<file path="config.mk">
export PLATFORM = sky130hd
export DESIGN_NAME = alk_cell
export DESIGN_NICKNAME = d
export VERILOG_FILES = /design/src/rtl/alk_pkg.sv /design/src/rtl/alk_cell.sv
export SDC_FILE = /design/constraint.sdc
export NUM_CORES = 1
export LEC_CHECK = 0
export ABC_AREA = 1
export BUFFER_PORTS_ARGS = -buffer_cell sky130_fd_sc_hd__buf_4
export CAP_MARGIN = 20
export CELL_PAD_IN_SITES_DETAIL_PLACEMENT = 2
export CELL_PAD_IN_SITES_GLOBAL_PLACEMENT = 2
export CORE_UTILIZATION = 17
export DETAILED_ROUTE_END_ITERATION = 8
export PLACE_DENSITY = 0.74
export SLEW_MARGIN = 10
export SYNTH_ARGS = -nofsm -noshare
export SYNTH_HDL_FRONTEND = slang
export SYNTH_SLANG_ARGS = --single-unit
</file>
<file path="constraint.sdc">
create_clock -name clk -period 2.49 [get_ports clk]
set_clock_uncertainty 0.1 [all_clocks]
set_input_delay 0.3735 -clock clk [delete_from_list [all_inputs] [get_ports clk]]
set_output_delay 0.3735 -clock clk [all_outputs]
set_load 0.1 [all_outputs]
</file>
<file path="src/rtl/alk_pkg.sv">
// Package for the array list engine: field widths, request codes, FSM states
// and the per-cell command struct. No dependencies.
`timescale 1ns / 1ps

package alk_pkg;

  // Default parameter values of the top level.
  localparam int DEPTH_DEF      = 64;
  localparam int DATA_WIDTH_DEF = 32;

  // Fixed widths of the stream fields.
  localparam int OP_W    = 4;
  localparam int POS_W   = 6;
  localparam int VAL_W   = 32;
  localparam int CNT_O_W = 7;
  localparam int CAP_W   = 7;

  // Capacity after reset.
  localparam logic [CAP_W-1:0] CAP_RESET = 7'd64;

  // Request codes.
  typedef enum logic [OP_W-1:0] {
    OP_INSERT_AT    = 4'd0,
    OP_REMOVE_AT    = 4'd1,
    OP_INSERT_FRONT = 4'd2,
    OP_INSERT_BACK  = 4'd3,
    OP_REMOVE_FRONT = 4'd4,
    OP_REMOVE_BACK  = 4'd5,
    OP_SEARCH       = 4'd6,
    OP_READ         = 4'd7,
    OP_REPLACE      = 4'd8
  } alk_op_t;

  // Sequencer states.
  typedef enum logic [1:0] {
    ST_IDLE,
    ST_EXEC,
    ST_DONE
  } alk_state_t;

  // Update command broadcast to every cell.
  typedef struct packed {
    logic ins;   // open a slot at the index and write the value there
    logic rem;   // close the slot at the index
    logic wr;    // overwrite the entry at the index
  } alk_cmd_t;

endpackage

</file>
<file path="src/rtl/alk_cell.sv">
// One storage cell of the list chain: holds one entry, shifts with its
// neighbors on insert and remove, and compares its entry. Uses alk_pkg.
`timescale 1ns / 1ps

module alk_cell #(
  parameter int DATA_WIDTH = alk_pkg::DATA_WIDTH_DEF,
  parameter int IDX_W      = 8,
  parameter int INDEX      = 0
) (
  input  logic                  clk,
  input  alk_pkg::alk_cmd_t     cmd_i,
  input  logic [IDX_W-1:0]      idx_i,
  input  logic [IDX_W-1:0]      cnt_i,
  input  logic [DATA_WIDTH-1:0] value_i,
  input  logic [DATA_WIDTH-1:0] left_i,
  input  logic [DATA_WIDTH-1:0] right_i,
  output logic [DATA_WIDTH-1:0] data_o,
  output logic                  match_o,
  output logic [DATA_WIDTH-1:0] sel_o
);

  localparam logic [IDX_W-1:0] MY_IDX = IDX_W'(INDEX);

  logic [DATA_WIDTH-1:0] data_r;
  logic [DATA_WIDTH-1:0] data_nxt;

  // Next entry: take the left neighbor above an insert point, the right
  // neighbor from a removal point on, or the new value at the index.
  always_comb begin
    data_nxt = data_r;
    if (cmd_i.ins) begin
      if (MY_IDX > idx_i) begin
        data_nxt = left_i;
      end else if (MY_IDX == idx_i) begin
        data_nxt = value_i;
      end
    end else if (cmd_i.rem) begin
      if (MY_IDX >= idx_i) begin
        data_nxt = right_i;
      end
    end else if (cmd_i.wr && (MY_IDX == idx_i)) begin
      data_nxt = value_i;
    end
  end

  // Entry storage.
  always_ff @(posedge clk) begin
    data_r <= data_nxt;
  end

  // Compare limited to live entries, and read selection by index.
  assign match_o = (MY_IDX < cnt_i) && (data_r == value_i);
  assign sel_o   = (MY_IDX == idx_i) ? data_r : '0;
  assign data_o  = data_r;

endmodule

</file>
# == Word level (Yosys, flattened, before mapping) ==
# Index checks and enable logic that the tools add are counted.
# totals
ff_bits,32
in_bits,116
out_inout_bits,65
# classes
n_mux,7
n_reduce_logical,5
n_eq_ne,3
magnitude_cmp,3
# ops
op,n
$mux W32,7
$eq A32 B32 Y1,1
$ge A1 B8 Y1 const A,1
$gt A1 B8 Y1 const A,1
$logic_not A8 Y1,1
$lt A1 B8 Y1 const A,1
$ne A3 B1 Y1 const B,2
$reduce_and A3 Y1,1
$reduce_bool A3 Y1,1
$logic_and A1 B1 Y1,2

# == Logic depth before layout (Yosys ltp) ==
# depth
depth_word,5
mapped_depth,8
mapped_depth_nobuf,8

# == Worst setup path after synthesis ==
# Ideal clock, no wire load.
# synth_path
path_kind,flip-flop to output port
from,reg data_r[21] (netlist: data_o[21])
to,out match_o
stages_incl_launch_ff,9
arrival_ps,2783
required_ps,2017
n_path_buf,0
setup_slack_ps,-767
path_cell_list,edfxtp_1 inv_1 nand2_1 nand2_1 nor2_1 nand2_1 nor2_1 nand3_1 nor2_1
# synth_between
elab_chain_len,2
# synth_rtl
element,line,source
start: declaration,alk_cell.sv:24,logic [DATA_WIDTH-1:0] data_r;
start signal: assignment,alk_cell.sv:48,data_r <= data_nxt;
$eq A32 B32 Y1,alk_cell.sv:52,assign match_o = (MY_IDX < cnt_i) && (data_r == value_i);
$logic_and A1 B1 Y1,alk_cell.sv:52,
end: declaration,alk_cell.sv:18,"output logic match_o,"
# No other way between the ends.

# == Worst setup path in the final report ==
# layout_path
from,reg data_r[0] (netlist: data_o[0])
to,out match_o
# Same word-level chain as after synthesis.

==> impl_metrics.yaml <==
die:
  coreArea_um2: 12700
  rows: 41
  die_h_um: 116
  dieArea_um2: 13500
  die_x_um: 116
  start_util_pct: 17.5
  pin_count: 181
power:
  power_density_nw_per_um2: 391
  power.leakage_nw: 1.81
  p_total_mw: 1.45
  ir_drop_v: 0.000248
cells_and_area:
  post_route_cells_drive_above_1_share_pct: 48.4
  diodes: 0
  largest_reg_flops: 32
  final_nets: 551
  area_growth_pct: 67.0
  final_common_cell: "buf_4"
  finalInstanceArea_um2: 3690
  mostFrequentLayoutCells: "buf_4 (153), nand2_1 (64), inv_1 (50), nor2_1 (38), nor2_2 (33)"
synthesis:
  ys_seq_area_share_pct: 43.4
  synth_nets: 398
  syn_inst: 282
  ys_seq_elements: 32
  yosysWarnings: 0
  synth.avg_cell_area_um2: 7.84
  synth_area_um2: 2210
  synth_cell_types: 17
global_routing:
  grt_first_pass_wirelength_um: 12800
  grt-ovfl-total: 0
  grt_pass1_vias: 2652
  grt_max_degree: 26
  grt.met3_usage_pct: 4.71
  antenna_found_initial: 0
  met1_usage_pct: 13.8
  grt_most_used_layer: "met2"
  track_usage_pct: 12.7
  met2_usage_pct: 23.1
sta:
  fmax_ghz: 0.463
  min_period_ns: 2.16
  hold_viol: 0
  rsz0062_at_grt: "false"
  slew_headroom_pct: 68.9
  worst_pin_slew_ns: 0.466
  finalSetupViolCount: 0
  slew_violations: 0
  period_share_pct: 86.8
  setup_tns_ns: 0
worst_setup_path:
  path_class: "reg -> out"
  crit_arrival_ns: 1.69
  crit_family: "simple AND/OR/NAND/NOR gates"
  cp_max_fo: 3
  critPathMaxStageDelay_ns: 0.38
  slowest_stage: "edfxtp_1"
  crit_top_cell: "nand2_1"
  worstPathCellList: "inv_1 > nand2_1 > nand2_1 > nor2_1 > nand2_1 > nor2_1 > nand3_1 > nor2_2 > buf_4"
  start_kind: "register"
  path_buf_inv: 2
  critPathRequiredTime_ns: 2.02
  cp-end-kind: "output pin"
routing:
  wirelength_um: 8530
  first_pass_iters: 2
  vias: 2383
  antenna_left: 0
  post_drt_wl_per_cell_um: 14.0
  via_per_inst: 3.92
  drc: 0
  drt_iter0_drc: 24
clock_network:
  cts_tree: "done"
  cts_resized: 0
  clock_sinks: 32
  cts_buffer_depth: 2
  h-tree-depth: 2
  numCtsBuffers: 5
  clkSlewWorstSetupHoldPaths_ns: 0.05
  cts_setup_buffers: 0
  cts_hold_buf: 0
  root_buffer: "clkbuf_16"
place:
  place_area_um2: 3560
  place_hpwl_um: 7050
  numPortBuffers: 148
  gp_congestion: 0.698
run_status:
  status: "completed"
run:
  drv_cap: 0
hold_path:
  hold_class: "in -> reg"
## where the power goes
part | switching (mW) | internal (mW) | leakage (nW) | total [mW]
combinational | 0.106 | 0.136 | 1.46 | 0.242
clock | 0.235 | 0.368 | 0.0655 | 0.603
sequential | 0.00149 | 0.600 | 0.292 | 0.601
## stage by stage
| stage | cells | util, % | hold WS [ns] | worst slack, ns |
|---|---|---|---|---|
| after floorplan | 282 | - | 0.493 | -0.314 |
| after global placement | 600 | 28.1 | 0.576 | 0.368 |
| after detailed placement | 600 | 28.1 | 0.581 | 0.329 |
| after CTS | 608 | 29.2 | 0.286 | 0.246 |
| after global routing | 608 | 29.2 | 0.289 | 0.136 |
| final | 608 | 29.2 | 0.294 | 0.328 |
## synth_stat cells
| library cell | number | area [um^2] |
|---|---|---|
| buf_2 | 4 | 20.0 |
| nor2_2 | 30 | 188 |
| mux2_2 | 15 | 169 |
| xnor2_1 | 11 | 96.3 |
| buf_6 | 3 | 33.8 |
| nor2_1 | 42 | 158 |
| a21oi_1 | 17 | 85.1 |
| inv_1 | 50 | 188 |
| xor2_1 | 1 | 8.76 |
| nand3_1 | 3 | 15.0 |
| clkbuf_1 | 1 | 3.75 |
| nor4_1 | 2 | 12.5 |
| or2_2 | 1 | 6.26 |
| edfxtp_1 | 32 | 961 |
| nor3_1 | 1 | 5.00 |
| nand2_1 | 66 | 248 |
| o21ai_0 | 3 | 15.0 |
## final cells by class
| cell class | instances | area [um^2] |
|---|---|---|
| Fill cell | 1470 | 8980 |
| Timing Repair Buffer | 154 | 1170 |
| Multi-Input combinational cell | 192 | 1030 |
| Sequential cell | 32 | 961 |
| Tap cell | 172 | 215 |
| Inverter | 50 | 188 |
| Clock buffer | 7 | 133 |
| Clock inverter | 1 | 3.75 |
## kinds of logic after synthesis
group	count (synthesis)	share of synthesized area, %
XOR/XNOR	12	4.75
AO/OA/AOI/OAI	20	4.52
multiplexers	15	7.64
flip-flops	32	43.4
AND/OR/NAND/NOR	145	28.6
buffers and inverters	58	11.1
## worst paths after layout
check | from | to | slack [ns] | depth (start not counted)
worst max-delay path | data_o[0] | match_o | 0.33 | 9
worst min-delay path | right_i[30] | data_o[30] | 0.29 | 2
## metal layers
metal  part of all wire (%)  vias to the layer above
li1                       -                     1171
met3                    8.9                        5
met5                      0                        -
met1                     40                     1104
met2                     50                      103
met4                   0.93                        0
No activity file was read; power rests on OpenSTA's default activity.
